File: config.mk
export PLATFORM = sky130hd
export DESIGN_NAME = clock_setting_controller_top
export DESIGN_NICKNAME = d
export VERILOG_FILES = /design/src/sv/csc_pkg.sv /design/src/sv/csc_alarm_bank.sv /design/src/sv/csc_core.sv /design/src/sv/clock_setting_controller_top.sv
export SDC_FILE = /design/constraint.sdc
export NUM_CORES = 1
export LEC_CHECK = 0
export ABC_AREA = 1
export ABC_CLOCK_PERIOD_IN_PS = 9770
export BUFFER_PORTS_ARGS = -buffer_cell sky130_fd_sc_hd__buf_4
export CELL_PAD_IN_SITES_DETAIL_PLACEMENT = 0
export CELL_PAD_IN_SITES_GLOBAL_PLACEMENT = 1
export CORE_ASPECT_RATIO = 0.9
export CORE_MARGIN = 2
export CORE_UTILIZATION = 35
export CTS_CLUSTER_DIAMETER = 200
export CTS_CLUSTER_SIZE = 8
export DETAILED_ROUTE_END_ITERATION = 6
export HOLD_SLACK_MARGIN = 0.15
export PLACE_DENSITY_LB_ADDON = 0.3
export SETUP_SLACK_MARGIN = 0.3
export SYNTH_ARGS = -nofsm -noshare
export SYNTH_HDL_FRONTEND = slang
export SYNTH_HIERARCHICAL = 1
export SYNTH_SLANG_ARGS = --single-unit
export TNS_END_PERCENT = 5
File: constraint.sdc
create_clock -name clk_i -period 9.77 [get_ports clk_i]
set_input_delay 1.4655 -clock clk_i [delete_from_list [all_inputs] [get_ports clk_i]]
set_output_delay 1.4655 -clock clk_i [all_outputs]
set_load 0.05 [all_outputs]
File: src/sv/csc_pkg.sv
// Shared types, codes and calendar helpers for the clock setting controller.
// Used by csc_alarm_bank, csc_core and clock_setting_controller_top.
`default_nettype none

package csc_pkg;

  localparam int unsigned ALARM_COUNT_DEF = 5;
  localparam int unsigned HIT_W           = 5;

  localparam logic [15:0] BLINK_PERIOD_RST  = 16'd500;
  localparam logic [15:0] REPEAT_PERIOD_RST = 16'd100;

  localparam logic [1:0] MODE_DISPLAY  = 2'd0;
  localparam logic [1:0] MODE_SET_TIME = 2'd1;
  localparam logic [1:0] MODE_ALARM    = 2'd2;

  localparam logic [1:0] EV_NONE       = 2'd0;
  localparam logic [1:0] EV_WRITE_TIME = 2'd1;
  localparam logic [1:0] EV_STORED     = 2'd2;
  localparam logic [1:0] EV_REJECTED   = 2'd3;

  localparam logic [1:0] CFG_BLINK_PERIOD  = 2'd0;
  localparam logic [1:0] CFG_REPEAT_PERIOD = 2'd1;
  localparam logic [1:0] CFG_ENABLE_MASK   = 2'd2;

  localparam logic [2:0] FLD_SECOND  = 3'd0;
  localparam logic [2:0] FLD_MINUTE  = 3'd1;
  localparam logic [2:0] FLD_HOUR    = 3'd2;
  localparam logic [2:0] FLD_WEEKDAY = 3'd3;
  localparam logic [2:0] FLD_DATE    = 3'd4;
  localparam logic [2:0] FLD_MONTH   = 3'd5;
  localparam logic [2:0] FLD_YEAR    = 3'd6;

  typedef enum logic [2:0] {
    MS_DISPLAY  = 3'b001,
    MS_SET_TIME = 3'b010,
    MS_ALARM    = 3'b100
  } mode_state_e;

  typedef enum logic [2:0] {
    IP_RELEASED = 3'b001,
    IP_PRESSED  = 3'b010,
    IP_REPEAT   = 3'b100
  } inc_phase_e;

  typedef struct packed {
    logic [6:0] year;
    logic [3:0] month;
    logic [4:0] date;
    logic [2:0] weekday;
    logic [4:0] hour;
    logic [5:0] minute;
    logic [5:0] second;
  } tstamp_t;

  typedef struct packed {
    logic       command;
    logic [2:0] slot;
    logic [2:0] buttons;
    logic       inc_long;
    tstamp_t    tm;
  } item_t;

  typedef struct packed {
    logic [15:0] blink_period;
    logic [15:0] repeat_period;
    logic [4:0]  enable_mask;
    logic        clear_fired;
  } cfg_t;

  typedef struct packed {
    logic [1:0] mode;
    logic [2:0] field;
    logic       blink;
    tstamp_t    tm;
    logic [4:0] hits;
    logic [1:0] event_res;
  } result_t;

  typedef struct packed {
    logic       store_en;
    logic [2:0] slot;
    tstamp_t    store_time;
    logic       a0_en;
    tstamp_t    a0_time;
    logic       match_en;
    tstamp_t    now_time;
  } alarm_req_t;

  // Days in a month; an invalid month counts as 31 days.
  function automatic logic [4:0] days_of(logic [3:0] month, logic [6:0] year);
    logic [4:0] d;
    case (month) inside
      4'd2:                   d = (year[1:0] == 2'b00) ? 5'd29 : 5'd28;
      4'd4, 4'd6, 4'd9, 4'd11: d = 5'd30;
      default:                d = 5'd31;
    endcase
    return d;
  endfunction

  function automatic logic time_ok(tstamp_t t);
    logic bad;
    bad = (t.hour > 5'd23) || (t.minute > 6'd59) || (t.second > 6'd59) ||
          (t.weekday == 3'd0) || (t.month == 4'd0) || (t.month > 4'd12) ||
          (t.date == 5'd0) || (t.date > days_of(t.month, t.year));
    return !bad;
  endfunction

  // Steps one field with calendar wrap; a month change clamps the date.
  function automatic tstamp_t bump(tstamp_t t, logic [2:0] fld);
    tstamp_t    r;
    logic [6:0] sum_ms;
    logic [5:0] sum_h;
    logic [5:0] sum_d;
    logic [7:0] sum_y;
    logic [3:0] m;
    logic [4:0] lim;
    r      = t;
    sum_ms = 7'd0;
    sum_h  = 6'd0;
    sum_d  = 6'd0;
    sum_y  = 8'd0;
    m      = 4'd0;
    lim    = 5'd0;
    unique case (fld)
      FLD_SECOND: begin
        sum_ms   = {1'b0, t.second} + 7'd1;
        r.second = (sum_ms >= 7'd60) ? 6'(sum_ms - 7'd60) : sum_ms[5:0];
      end
      FLD_MINUTE: begin
        sum_ms   = {1'b0, t.minute} + 7'd1;
        r.minute = (sum_ms >= 7'd60) ? 6'(sum_ms - 7'd60) : sum_ms[5:0];
      end
      FLD_HOUR: begin
        sum_h  = {1'b0, t.hour} + 6'd1;
        r.hour = (sum_h >= 6'd24) ? 5'(sum_h - 6'd24) : sum_h[4:0];
      end
      FLD_WEEKDAY: begin
        r.weekday = (t.weekday == 3'd7) ? 3'd1 : 3'(t.weekday + 3'd1);
      end
      FLD_DATE: begin
        lim    = days_of(t.month, t.year);
        sum_d  = {1'b0, t.date} + 6'd1;
        r.date = (sum_d > {1'b0, lim}) ? 5'd1 : sum_d[4:0];
      end
      FLD_MONTH: begin
        m       = (t.month >= 4'd12) ? 4'(t.month - 4'd12) : t.month;
        r.month = 4'(m + 4'd1);
        lim     = days_of(r.month, t.year);
        if (t.date > lim) begin
          r.date = lim;
        end
      end
      FLD_YEAR: begin
        sum_y  = {1'b0, t.year} + 8'd1;
        r.year = (sum_y >= 8'd100) ? 7'(sum_y - 8'd100) : sum_y[6:0];
      end
      default: ;
    endcase
    return r;
  endfunction

endpackage

`default_nettype wire

File: src/sv/csc_alarm_bank.sv
// Alarm time storage, triggered flags and the display-mode alarm compare.
// Depends on csc_pkg for the time stamp and request types.
`default_nettype none

module csc_alarm_bank
  import csc_pkg::*;
#(
  parameter int unsigned ALARM_COUNT = ALARM_COUNT_DEF
) (
  input  logic             clk_i,
  input  logic             rst_ni,
  input  logic             step_i,
  input  alarm_req_t       req_i,
  input  logic [HIT_W-1:0] enable_mask_i,
  input  logic             clear_fired_i,
  output tstamp_t          a0_cur_o,
  output tstamp_t          a0_next_o,
  output logic [HIT_W-1:0] hits_o
);

  tstamp_t                alarm_q [ALARM_COUNT];
  logic [ALARM_COUNT-1:0] fired_q;
  logic [ALARM_COUNT-1:0] hit_own;

  for (genvar g = 0; g < ALARM_COUNT; g++) begin : g_entry
    if (g < HIT_W) begin : g_match
      assign hit_own[g] = enable_mask_i[g] && !fired_q[g] &&
                          (alarm_q[g].year   == req_i.now_time.year) &&
                          (alarm_q[g].month  == req_i.now_time.month) &&
                          (alarm_q[g].date   == req_i.now_time.date) &&
                          (alarm_q[g].hour   == req_i.now_time.hour) &&
                          (alarm_q[g].minute == req_i.now_time.minute);
    end else begin : g_nomatch
      assign hit_own[g] = 1'b0;
    end
  end

  for (genvar g = 0; g < HIT_W; g++) begin : g_hit
    if (g < ALARM_COUNT) begin : g_live
      assign hits_o[g] = hit_own[g];
    end else begin : g_dead
      assign hits_o[g] = 1'b0;
    end
  end

  always_ff @(posedge clk_i or negedge rst_ni) begin
    if (!rst_ni) begin
      for (int i = 0; i < ALARM_COUNT; i++) begin
        alarm_q[i] <= '0;
      end
    end else if (step_i) begin
      for (int i = 0; i < ALARM_COUNT; i++) begin
        if (req_i.store_en && (32'(req_i.slot) == i)) begin
          alarm_q[i] <= req_i.store_time;
        end
      end
      if (req_i.a0_en) begin
        alarm_q[0] <= req_i.a0_time;
      end
    end
  end

  always_ff @(posedge clk_i or negedge rst_ni) begin
    if (!rst_ni) begin
      fired_q <= '0;
    end else if (clear_fired_i) begin
      fired_q <= '0;
    end else if (step_i && req_i.match_en) begin
      fired_q <= fired_q | hit_own;
    end
  end

  always_comb begin
    a0_next_o = alarm_q[0];
    if (req_i.store_en && (req_i.slot == 3'd0)) begin
      a0_next_o = req_i.store_time;
    end else if (req_i.a0_en) begin
      a0_next_o = req_i.a0_time;
    end
  end

  assign a0_cur_o = alarm_q[0];

endmodule

`default_nettype wire

File: src/sv/csc_core.sv
// Per-item logic: button machines, mode and field control, edit counters,
// current time and result formation. Depends on csc_pkg and csc_alarm_bank.
`default_nettype none

module csc_core
  import csc_pkg::*;
#(
  parameter int unsigned ALARM_COUNT = ALARM_COUNT_DEF
) (
  input  logic    clk_i,
  input  logic    rst_ni,
  input  logic    step_i,
  input  item_t   item_i,
  input  cfg_t    cfg_i,
  output result_t result_o
);

  localparam logic [4:0] SlotLimit = 5'(ALARM_COUNT);

  mode_state_e mode_q, mode_d;
  inc_phase_e  inc_q, inc_d;
  logic [2:0]  field_q, field_d, field_a;
  logic [3:0]  field_sum;
  logic        blink_q, blink_d;
  logic        mode_btn_q, mode_btn_d;
  logic        set_btn_q, set_btn_d;
  tstamp_t     now_q, now_d;
  logic [15:0] blink_cnt_q, blink_cnt_d;
  logic [15:0] rep_cnt_q, rep_cnt_d, rep_base;
  logic        bump_en, rep_reload, store_ok;
  logic        pm, pi, ps;
  logic [1:0]  ev;
  alarm_req_t  req;
  tstamp_t     a0_cur, a0_next;
  logic [HIT_W-1:0] hits;

  assign pm = item_i.buttons[0];
  assign pi = item_i.buttons[1];
  assign ps = item_i.buttons[2];
  assign store_ok = ({2'b00, item_i.slot} < SlotLimit) && time_ok(item_i.tm);

  always_comb begin
    mode_d      = mode_q;
    inc_d       = inc_q;
    field_a     = field_q;
    field_d     = field_q;
    field_sum   = 4'd0;
    blink_d     = blink_q;
    mode_btn_d  = mode_btn_q;
    set_btn_d   = set_btn_q;
    now_d       = now_q;
    blink_cnt_d = blink_cnt_q;
    rep_cnt_d   = rep_cnt_q;
    rep_base    = rep_cnt_q;
    bump_en     = 1'b0;
    rep_reload  = 1'b0;
    ev          = EV_NONE;
    req         = '0;
    req.slot       = item_i.slot;
    req.store_time = item_i.tm;
    req.now_time   = item_i.tm;
    req.a0_time    = bump(a0_cur, field_q);

    if (item_i.command) begin
      req.store_en = store_ok;
      ev           = store_ok ? EV_STORED : EV_REJECTED;
    end else begin
      if (!mode_btn_q) begin
        if (pm) begin
          unique case (mode_q)
            MS_DISPLAY: begin
              mode_d  = MS_SET_TIME;
              field_a = FLD_SECOND;
            end
            MS_SET_TIME: mode_d = MS_ALARM;
            default:     mode_d = MS_DISPLAY;
          endcase
          mode_btn_d = 1'b1;
        end
      end else if (!pm) begin
        mode_btn_d = 1'b0;
      end
      field_d     = field_a;
      req.a0_time = bump(a0_cur, field_a);

      unique case (inc_q)
        IP_PRESSED: begin
          if (!pi) begin
            inc_d = IP_RELEASED;
          end else if (item_i.inc_long) begin
            inc_d      = IP_REPEAT;
            rep_reload = 1'b1;
          end
        end
        IP_REPEAT: begin
          if (!pi) begin
            inc_d = IP_RELEASED;
          end else if (rep_cnt_q == 16'd0) begin
            bump_en    = 1'b1;
            rep_reload = 1'b1;
          end
        end
        default: begin
          inc_d = IP_RELEASED;
          if (pi) begin
            bump_en = 1'b1;
            inc_d   = IP_PRESSED;
          end
        end
      endcase

      if (bump_en && (mode_d == MS_SET_TIME)) begin
        now_d = bump(now_q, field_a);
      end
      req.a0_en = bump_en && (mode_d == MS_ALARM);

      if (!set_btn_q) begin
        if (ps) begin
          if (mode_d == MS_SET_TIME) begin
            ev = EV_WRITE_TIME;
          end
          field_sum = {1'b0, field_a} + 4'd1;
          field_d   = (field_sum >= 4'd7) ? 3'(field_sum - 4'd7) : field_sum[2:0];
          set_btn_d = 1'b1;
        end
      end else if (!ps) begin
        set_btn_d = 1'b0;
      end

      if (mode_d == MS_DISPLAY) begin
        now_d        = item_i.tm;
        req.match_en = 1'b1;
      end else if (blink_cnt_q == 16'd0) begin
        blink_d     = !blink_q;
        blink_cnt_d = cfg_i.blink_period;
      end

      if (blink_cnt_d != 16'd0) begin
        blink_cnt_d = blink_cnt_d - 16'd1;
      end
      rep_base  = rep_reload ? cfg_i.repeat_period : rep_cnt_q;
      rep_cnt_d = (rep_base != 16'd0) ? rep_base - 16'd1 : rep_base;
    end
  end

  csc_alarm_bank #(
    .ALARM_COUNT(ALARM_COUNT)
  ) u_alarm_bank (
    .clk_i        (clk_i),
    .rst_ni       (rst_ni),
    .step_i       (step_i),
    .req_i        (req),
    .enable_mask_i(cfg_i.enable_mask),
    .clear_fired_i(cfg_i.clear_fired),
    .a0_cur_o     (a0_cur),
    .a0_next_o    (a0_next),
    .hits_o       (hits)
  );

  always_ff @(posedge clk_i or negedge rst_ni) begin
    if (!rst_ni) begin
      mode_q      <= MS_DISPLAY;
      inc_q       <= IP_RELEASED;
      field_q     <= FLD_SECOND;
      blink_q     <= 1'b0;
      mode_btn_q  <= 1'b0;
      set_btn_q   <= 1'b0;
      now_q       <= '0;
      blink_cnt_q <= '0;
      rep_cnt_q   <= '0;
    end else if (step_i) begin
      mode_q      <= mode_d;
      inc_q       <= inc_d;
      field_q     <= field_d;
      blink_q     <= blink_d;
      mode_btn_q  <= mode_btn_d;
      set_btn_q   <= set_btn_d;
      now_q       <= now_d;
      blink_cnt_q <= blink_cnt_d;
      rep_cnt_q   <= rep_cnt_d;
    end
  end

  always_comb begin
    unique case (mode_d)
      MS_SET_TIME: result_o.mode = MODE_SET_TIME;
      MS_ALARM:    result_o.mode = MODE_ALARM;
      default:     result_o.mode = MODE_DISPLAY;
    endcase
    result_o.field     = field_d;
    result_o.blink     = blink_d;
    result_o.tm        = (mode_d == MS_ALARM) ? a0_next : now_d;
    result_o.hits      = req.match_en ? hits : '0;
    result_o.event_res = ev;
  end

endmodule

`default_nettype wire

File: src/sv/clock_setting_controller_top.sv
// Top level of the clock setting controller: input register, configuration
// registers and result register around csc_core. Depends on csc_pkg and csc_core.
//
// Usage:
// - Input channel (in_valid_i/in_ready_o) takes one item per poll tick: the
//   button levels, the long-press flag and the clock time, or a store alarm
//   command with its slot and alarm time.
// - Output channel (out_valid_o/out_ready_i) returns exactly one result item
//   per input item: mode, edited field, blink state, the time on view, newly
//   triggered alarms and an event code.
// - Configuration channel (cfg_valid_i/cfg_ready_o) writes blink period,
//   repeat period and alarm enable mask; it is always ready. Writing the
//   enable mask clears every triggered flag.
// - The result item passes from the input register into the result register,
//   which the per-item logic writes once the result register is free.
// - Throughput is one item per cycle while the receiver does not stall; the single result register sets it.
// - When the receiver stalls, the result register holds and the input
//   register still takes one more item; after that in_ready_o drops.
// - Reset clears the controller to display mode, zero times and the default
//   periods; there is no start-up sweep.
`default_nettype none

module clock_setting_controller_top
  import csc_pkg::*;
#(
  parameter int unsigned ALARM_COUNT = ALARM_COUNT_DEF
) (
  input  logic        clk_i,
  input  logic        rst_ni,
  input  logic        in_valid_i,
  output logic        in_ready_o,
  input  logic        command_i,
  input  logic [2:0]  alarm_slot_i,
  input  logic [2:0]  buttons_i,
  input  logic        increase_long_i,
  input  logic [5:0]  in_second_i,
  input  logic [5:0]  in_minute_i,
  input  logic [4:0]  in_hour_i,
  input  logic [2:0]  in_weekday_i,
  input  logic [4:0]  in_date_i,
  input  logic [3:0]  in_month_i,
  input  logic [6:0]  in_year_i,
  input  logic        cfg_valid_i,
  output logic        cfg_ready_o,
  input  logic [1:0]  cfg_index_i,
  input  logic [15:0] cfg_data_i,
  output logic        out_valid_o,
  input  logic        out_ready_i,
  output logic [1:0]  mode_o,
  output logic [2:0]  edit_field_o,
  output logic        blink_on_o,
  output logic [5:0]  show_second_o,
  output logic [5:0]  show_minute_o,
  output logic [4:0]  show_hour_o,
  output logic [2:0]  show_weekday_o,
  output logic [4:0]  show_date_o,
  output logic [3:0]  show_month_o,
  output logic [6:0]  show_year_o,
  output logic [4:0]  alarm_hits_o,
  output logic [1:0]  event_res_o
);

  logic        s1_valid_q;
  item_t       item_q;
  logic        out_valid_q;
  result_t     res_q, res_d;
  logic [15:0] blink_period_q, repeat_period_q;
  logic [4:0]  enable_mask_q;
  logic        out_free, step, in_fire, cfg_fire;
  cfg_t        cfg;

  assign out_free   = !out_valid_q || out_ready_i;
  assign step       = s1_valid_q && out_free;
  assign in_ready_o = !s1_valid_q || out_free;
  assign in_fire    = in_valid_i && in_ready_o;
  assign cfg_ready_o = 1'b1;
  assign cfg_fire   = cfg_valid_i && cfg_ready_o;

  always_ff @(posedge clk_i or negedge rst_ni) begin
    if (!rst_ni) begin
      s1_valid_q <= 1'b0;
    end else if (in_fire) begin
      s1_valid_q <= 1'b1;
    end else if (step) begin
      s1_valid_q <= 1'b0;
    end
  end

  always_ff @(posedge clk_i) begin
    if (in_fire) begin
      item_q.command    <= command_i;
      item_q.slot       <= alarm_slot_i;
      item_q.buttons    <= buttons_i;
      item_q.inc_long   <= increase_long_i;
      item_q.tm.second  <= in_second_i;
      item_q.tm.minute  <= in_minute_i;
      item_q.tm.hour    <= in_hour_i;
      item_q.tm.weekday <= in_weekday_i;
      item_q.tm.date    <= in_date_i;
      item_q.tm.month   <= in_month_i;
      item_q.tm.year    <= in_year_i;
    end
  end

  always_ff @(posedge clk_i or negedge rst_ni) begin
    if (!rst_ni) begin
      blink_period_q  <= BLINK_PERIOD_RST;
      repeat_period_q <= REPEAT_PERIOD_RST;
      enable_mask_q   <= '0;
    end else if (cfg_fire) begin
      unique case (cfg_index_i)
        CFG_BLINK_PERIOD:  blink_period_q  <= cfg_data_i;
        CFG_REPEAT_PERIOD: repeat_period_q <= cfg_data_i;
        CFG_ENABLE_MASK:   enable_mask_q   <= cfg_data_i[4:0];
        default: ;
      endcase
    end
  end

  assign cfg.blink_period  = blink_period_q;
  assign cfg.repeat_period = repeat_period_q;
  assign cfg.enable_mask   = enable_mask_q;
  assign cfg.clear_fired   = cfg_fire && (cfg_index_i == CFG_ENABLE_MASK);

  csc_core #(
    .ALARM_COUNT(ALARM_COUNT)
  ) u_core (
    .clk_i   (clk_i),
    .rst_ni  (rst_ni),
    .step_i  (step),
    .item_i  (item_q),
    .cfg_i   (cfg),
    .result_o(res_d)
  );

  always_ff @(posedge clk_i or negedge rst_ni) begin
    if (!rst_ni) begin
      out_valid_q <= 1'b0;
    end else if (step) begin
      out_valid_q <= 1'b1;
    end else if (out_ready_i) begin
      out_valid_q <= 1'b0;
    end
  end

  always_ff @(posedge clk_i) begin
    if (step) begin
      res_q <= res_d;
    end
  end

  assign out_valid_o    = out_valid_q;
  assign mode_o         = res_q.mode;
  assign edit_field_o   = res_q.field;
  assign blink_on_o     = res_q.blink;
  assign show_second_o  = res_q.tm.second;
  assign show_minute_o  = res_q.tm.minute;
  assign show_hour_o    = res_q.tm.hour;
  assign show_weekday_o = res_q.tm.weekday;
  assign show_date_o    = res_q.tm.date;
  assign show_month_o   = res_q.tm.month;
  assign show_year_o    = res_q.tm.year;
  assign alarm_hits_o   = res_q.hits;
  assign event_res_o    = res_q.event_res;

`ifndef SYNTHESIS
  a_hits_only_display: assert property (@(posedge clk_i) disable iff (!rst_ni)
    out_valid_o && (alarm_hits_o != '0) |->
      (mode_o == MODE_DISPLAY) && (event_res_o == EV_NONE))
    else $error("Alarm hits reported outside a display-mode tick.");

  a_write_in_set_time: assert property (@(posedge clk_i) disable iff (!rst_ni)
    out_valid_o && (event_res_o == EV_WRITE_TIME) |-> (mode_o == MODE_SET_TIME))
    else $error("Time write event reported outside change time mode.");

  a_field_in_range: assert property (@(posedge clk_i) disable iff (!rst_ni)
    out_valid_o |-> (edit_field_o <= FLD_YEAR))
    else $error("Edited field index out of range.");

  a_mode_code: assert property (@(posedge clk_i) disable iff (!rst_ni)
    out_valid_o |->
      (mode_o == MODE_DISPLAY) || (mode_o == MODE_SET_TIME) || (mode_o == MODE_ALARM))
    else $error("Mode output carries an unused code.");

  a_stage_held_on_stall: assert property (@(posedge clk_i) disable iff (!rst_ni)
    s1_valid_q && out_valid_o && !out_ready_i |=> s1_valid_q && out_valid_o)
    else $error("Item lost while the result register was stalled.");
`endif

endmodule

`default_nettype wire
Word level (Yosys, flattened, before mapping):

Cells that the tools add are included.

* input port bits: 67
* register bits: 361
* logic and storage cells: 423

* equal/unequal tests: 81
* reduce and logical (&&, ||, !) cells: 93
* add/sub/neg operators: 28
* muxes and demuxes: 125
* bitwise gates (word level): 2
* magnitude comparators: 23

Operators with widths (count)
* $mux W36: 8
* $mux W5: 30
* $mux W16: 6
* $mux W3: 20
* $mux W6: 10
* $eq A5 B5 Y1: 10
* $logic_and A1 B1 Y1: 42
* $eq A4 B3 Y1 const B: 10
* $eq A4 B4 Y1 const B: 10
* $mux W38: 1
* $eq A3 B3 Y1 const B: 12
* $eq A7 B7 Y1: 5
* $mux W7: 5
* $logic_not A16 Y1: 2
* $reduce_bool A16 Y1: 2
* $sub A16 B1 Y16 const B: 2
* $eq A3 B2 Y1 const B: 10
* $eq A6 B6 Y1: 5
* $pmux W5 S2: 3
* $add A6 B1 Y7 const B: 4
* $ge A7 B6 Y1 const B: 4
* $mux W1: 28
* $add A5 B1 Y6 const B: 4
* $sub A6 B6 Y6 const B: 4
* 42 further kinds: 115

Longest topological paths before layout:

* depth after elaboration: 17
* gate-level depth with buffers: 24
* depth with buffers taken out: 23

Modules after synthesis:

The synthesis kept the hierarchy.

By module, submodules not included
* csc_core: cells an instance 1768, area each 10241.1 sq um, instances 1, sequential area each 2004.4 sq um
* csc_alarm_bank: cells an instance 1471, area each 9610.5 sq um, instances 1, sequential area each 3728.6 sq um
* clock_setting_controller_top: cells an instance 272, area each 4438.0 sq um, instances 1, sequential area each 3779.9 sq um

Worst setup path before layout:

Ideal clock, no wire load.

* path type: input -> register
* from: input port out_ready_i
* to: register u_core/now_q[9] (netlist name)
* stages: 9
* arrival: 5741 ps
* library setup time: 117 ps
* required time: 9653 ps
* buffers on the path: 2
* slack: 3911 ps
* cell sequence: inv_1 > a21oi_1 > inv_1 > nor2_1 > clkinv_1 > clkbuf_1 > clkbuf_1 > nand2_1 > nand2_1

* word-level cells in the longest chain between the ends: 2

RTL lines
* from (decl): line clock_setting_controller_top.sv:48 `input logic out_ready_i,`
* $logic_or A1 B1 Y1: line clock_setting_controller_top.sv:72 `assign out_free = !out_valid_q || out_ready_i;`
* $logic_and A1 B1 Y1: line clock_setting_controller_top.sv:73 `assign step = s1_valid_q && out_free;`
* via step: line clock_setting_controller_top.sv:69 `logic out_free, step, in_fire, cfg_fire;`
* to (signal assigned): line csc_core.sv:178 `now_q <= now_d;`
* to (decl): line csc_core.sv:27 `tstamp_t now_q, now_d;`

The timed path passes the listed nets, and every way through them passes these cells.
A chain may end at the register's enable or synchronous reset.

==> summary.md <==
| Metric | Value |
|---|---|
| Number of enable flip-flop cells after synthesis | `93` |
| Power, Total | `7870 uW` |
| Via Count | `22405` |
| Fin worst setup slack | `5.83 ns` |
| DRT Pass-1 Iters | `5` |
| Synth Register Bits | `between 300 and 400` |
| Grt total ovfl | `0` |
| Status | `finished clean` |
| Mapped Cells | `3511` |
| Fmax | `0.254 GHz` |
| Filler instances | `~7300` |
| Cts repair resizes | `0` |
| Pwr per Cell Area | `approximately 290 nW/um^2` |
| Final Hold Vio Count | `0` |
| FFs w/ async S/R, synth | `74.2%` |
| Layout cell share with drive strength beyond 1 | `approximately 8.2%` |
| Clock sinks | `about 360` |
| HP Class | `flop to flop` |
| Crit Path Class | `flop to flop` |
| Flop-to-flop setup slack | `between 5 and 6 ns` |
| Post-CTS repair timing setup buffer count | `0` |
| Number of global-route vias before repair | `20321` |
| Syn Std Cell Area | `between 20000 and 25000 sq um` |
| Total Nets Final | `3676` |
| Detailed-route vias per instance | `4.97` |
| WL/cell | `18.7 microns` |
| Count of final setup violators | `0` |
| Hold buffers post-CTS | `0` |
| Finished Cell Area | `27200 sq um` |
| DP Area | `25700 sq um` |
| Synth top area share | `26.5%` |
| MaxCap Viol Count | `0` |
| Cell Rows | `91` |
| IO Port Bufs | `117` |
| Skew-Pair Late Insertion Delay | `0.62 ns` |
| Final Util | `between 30 and 40%` |
| Synth Flop Type | `dfrtp_1` |
| Drt total wl | `roughly 84000 microns` |
| # H-tree levels | `2` |
| Period Utilization, post-route | `about two fifths` |
| Sequential fraction of the synthesis area | `39.2%` |
| TNS Setup | `0 ns` |
| Clock Pin Slew Worst Setup and Hold Paths | `0.05 ns` |
| Syn_nets | `3641` |
| Leak pwr | `between 0.01 and 0.015 uW` |
| CORE AREA | `68700 sq um` |
| Largest net degree at the start of global routing | `96` |
| CTS tree | `done` |
| Critical Path Fanout Max | `8` |
| CTS Buffer Depth | `3` |
| Worst Setup End Kind | `flop` |
| Data required, critical path | `10.20 ns` |
| Dpl hpwl | `61100 microns` |
| Initial antenna violation count | `2` |
| Layout Area Growth over Synthesis | `12.1%` |
| Critical path origin | `u_core/u_alarm_bank/a0_cur_o[25]` |
| Most frequent cells in the layout | `1164 x nand2_1, 429 x inv_1, 316 x o21ai_0` |
| Commonest non-fill, non-tap cell in the layout | `nand2_1` |
| R2R depth | `21` |
| Setup crit end | `show_date_o[1]` |
| CTS buffer count | `51` |
| DR iter-0 viols | `2148` |
| Initial Utilization | `between 30% and 40%` |
| RSZ-0062 raised after global routing | `no` |
| Startpoint types | `flop` |
| GR Util All Layers | `23.4%` |
| Placer congestion estimate | `0.930` |
| Syn avg cell area | `6.92 sq um` |
| Die area | `71500 sq um` |
| FF-to-FF End | `show_date_o[1]` |
| CTS root buf | `clkbuf_16` |
| YS warnings | `6` |
| Cell variety after synth | `52` |
| First-pass GRT wire length | `128000 microns` |
| Final Skew | `between 0.03 and 0.04 ns` |
| Die height | `around 250 microns` |
| # DRC | `0` |
| I/O pin total | `119` |
| Tmin final | `3.94 ns` |
| Worst Tran Pin Value | `1.11 ns` |
| Worst vdd ir | `188 uV` |
| Routed Antenna Nets | `0` |
| Fin. max-slew vios | `0` |
| Place WS | `5.66 ns` |
| Slew headroom | `25.6%` |
| Largest area contributor in the netlist | `dfrtp_1` |
| Worst r2r src | `u_core/u_alarm_bank/a0_cur_o[25]` |
| Worst Path Arrival | `4.37 ns` |
| Top cells by area, synth | `dfrtp_1 26%, nand2_1 18%, edfxtp_1 11%` |
| Width of the die | `282 microns` |
[synthesized netlist by cell type (3+ instances only)]
cell and n:
nand2_1 1164, inv_1 432, o21ai_0 316, nor2_1 288, dfrtp_1 257, nand3_1 235
a21oi_1 134, edfxtp_1 93, clkbuf_1 78, ha_1 63, nand4_1 61, xor2_1 54
buf_4 44, xnor2_1 42, buf_2 27, nor3_1 21, o211ai_1 21, nand2_2 16
or2_2 16, nor2_2 15, o22ai_1 15, mux2i_1 12, o21ai_1 12, dfstp_2 11
buf_1 9, nand3b_1 8, nand3_2 7, nor2_4 7, a31oi_1 6, nor4_1 6
o2111ai_1 6, o21a_1 5, inv_2 4, a21oi_2 3, buf_6 3
[metal layers]
layer  global-route usage (%)  up-vias  routed length (microns)
met5                        0        -                        0
met4                     5.33        0                     1590
met3                     2.71       90                     4800
met2                     34.4      656                    35300
met1                     36.2    10389                    42400
li1                         -    11270                        -
[through the flow]
step / hold slack (ns) / instances
finish: 0.460 / 4510
global route: 0.480 / 4509
CTS: 0.462 / 4509
detailed placement: 0.454 / 4423
global placement: 0.452 / 4423
floorplan: 0.442 / 3511
[power breakdown]
part	internal, uW	total [uW]	switching, uW
logic	1190	3700	2510
registers	2010	2460	458
clock network	985	1700	720
[final cells by class]
type | instances | area [sq um] | share of cell area [%]
Multi-Input combinational cell | 2551 | 12300 | 45.3
Sequential cell | 361 | 9510 | 35.0
Inverter | 438 | 1640 | 6.04
Clock buffer | 83 | 1420 | 5.21
Tap cell | 930 | 1160 | 4.28
Timing Repair Buffer | 143 | 1080 | 3.97
Clock inverter | 3 | 58.8 | 0.216
Antenna cell | 1 | 2.50 | 0.00919
[cells by family (layout without fill, tap and decap cells)]
group,Yosys count,in the layout,share of synthesized area [%]
mux,13,13,0.541
fa+ha+maj,63,63,3.25
xor+xnor,96,96,3.46
simple gates,1850,1850,31.9
compound gates,528,528,11.5
other cells,1,2,0.0154
buf+inv,599,667,10.2
flops,361,361,39.2
[critical path, stage by stage (launching register included)]
cell      delay (ns)
dfrtp_1         0.48
ha_1            0.29
xnor2_1         0.30
o21ai_0         0.16
nand2_1         0.10
nand2_1         0.05
o21ai_0         0.09
inv_1           0.07
ha_1            0.27
a311oi_1        0.26
o21ai_0         0.20
o21ai_0         0.32
nand2_1         0.08
nand2_1         0.07
o21ai_0         0.07
nand2_1         0.19
nand2_1         0.09
o21ai_0         0.13
nor2_1          0.07
a21oi_1         0.15
nand2_1         0.13
nand2_1         0.18
[flip-flops by register name, summed over array words and instances (netlist names), 6 cells and up]
| register | cells |
|---|---|
| u_core/now_q | 36 |
| u_core/u_alarm_bank/alarm_q | 108 |
| show_second_o | 6 |
| repeat_period_q | 16 |
| u_core/rep_cnt_q | 16 |
| u_core/u_alarm_bank/a0_cur_o | 36 |
| show_minute_o | 6 |
| show_year_o | 7 |
| blink_period_q | 16 |
| u_core/blink_cnt_q | 16 |
| item_q | 44 |
[worst min-delay path by stage]
| stage | start | endpoint | slack [ns] | cells past startpoint |
|---|---|---|---|---|
| floorplan | blink_period_q[15] | blink_period_q[15] | 0.44 | 2 |
| global placement | repeat_period_q[2] | repeat_period_q[2] | 0.45 | 2 |
| detailed placement | blink_period_q[6] | blink_period_q[6] | 0.45 | 2 |
| CTS | blink_period_q[6] | blink_period_q[6] | 0.46 | 2 |
| global route | blink_period_q[6] | blink_period_q[6] | 0.48 | 2 |
| finish | blink_period_q[6] | blink_period_q[6] | 0.46 | 2 |
No activity file was read; power rests on OpenSTA's default activity.
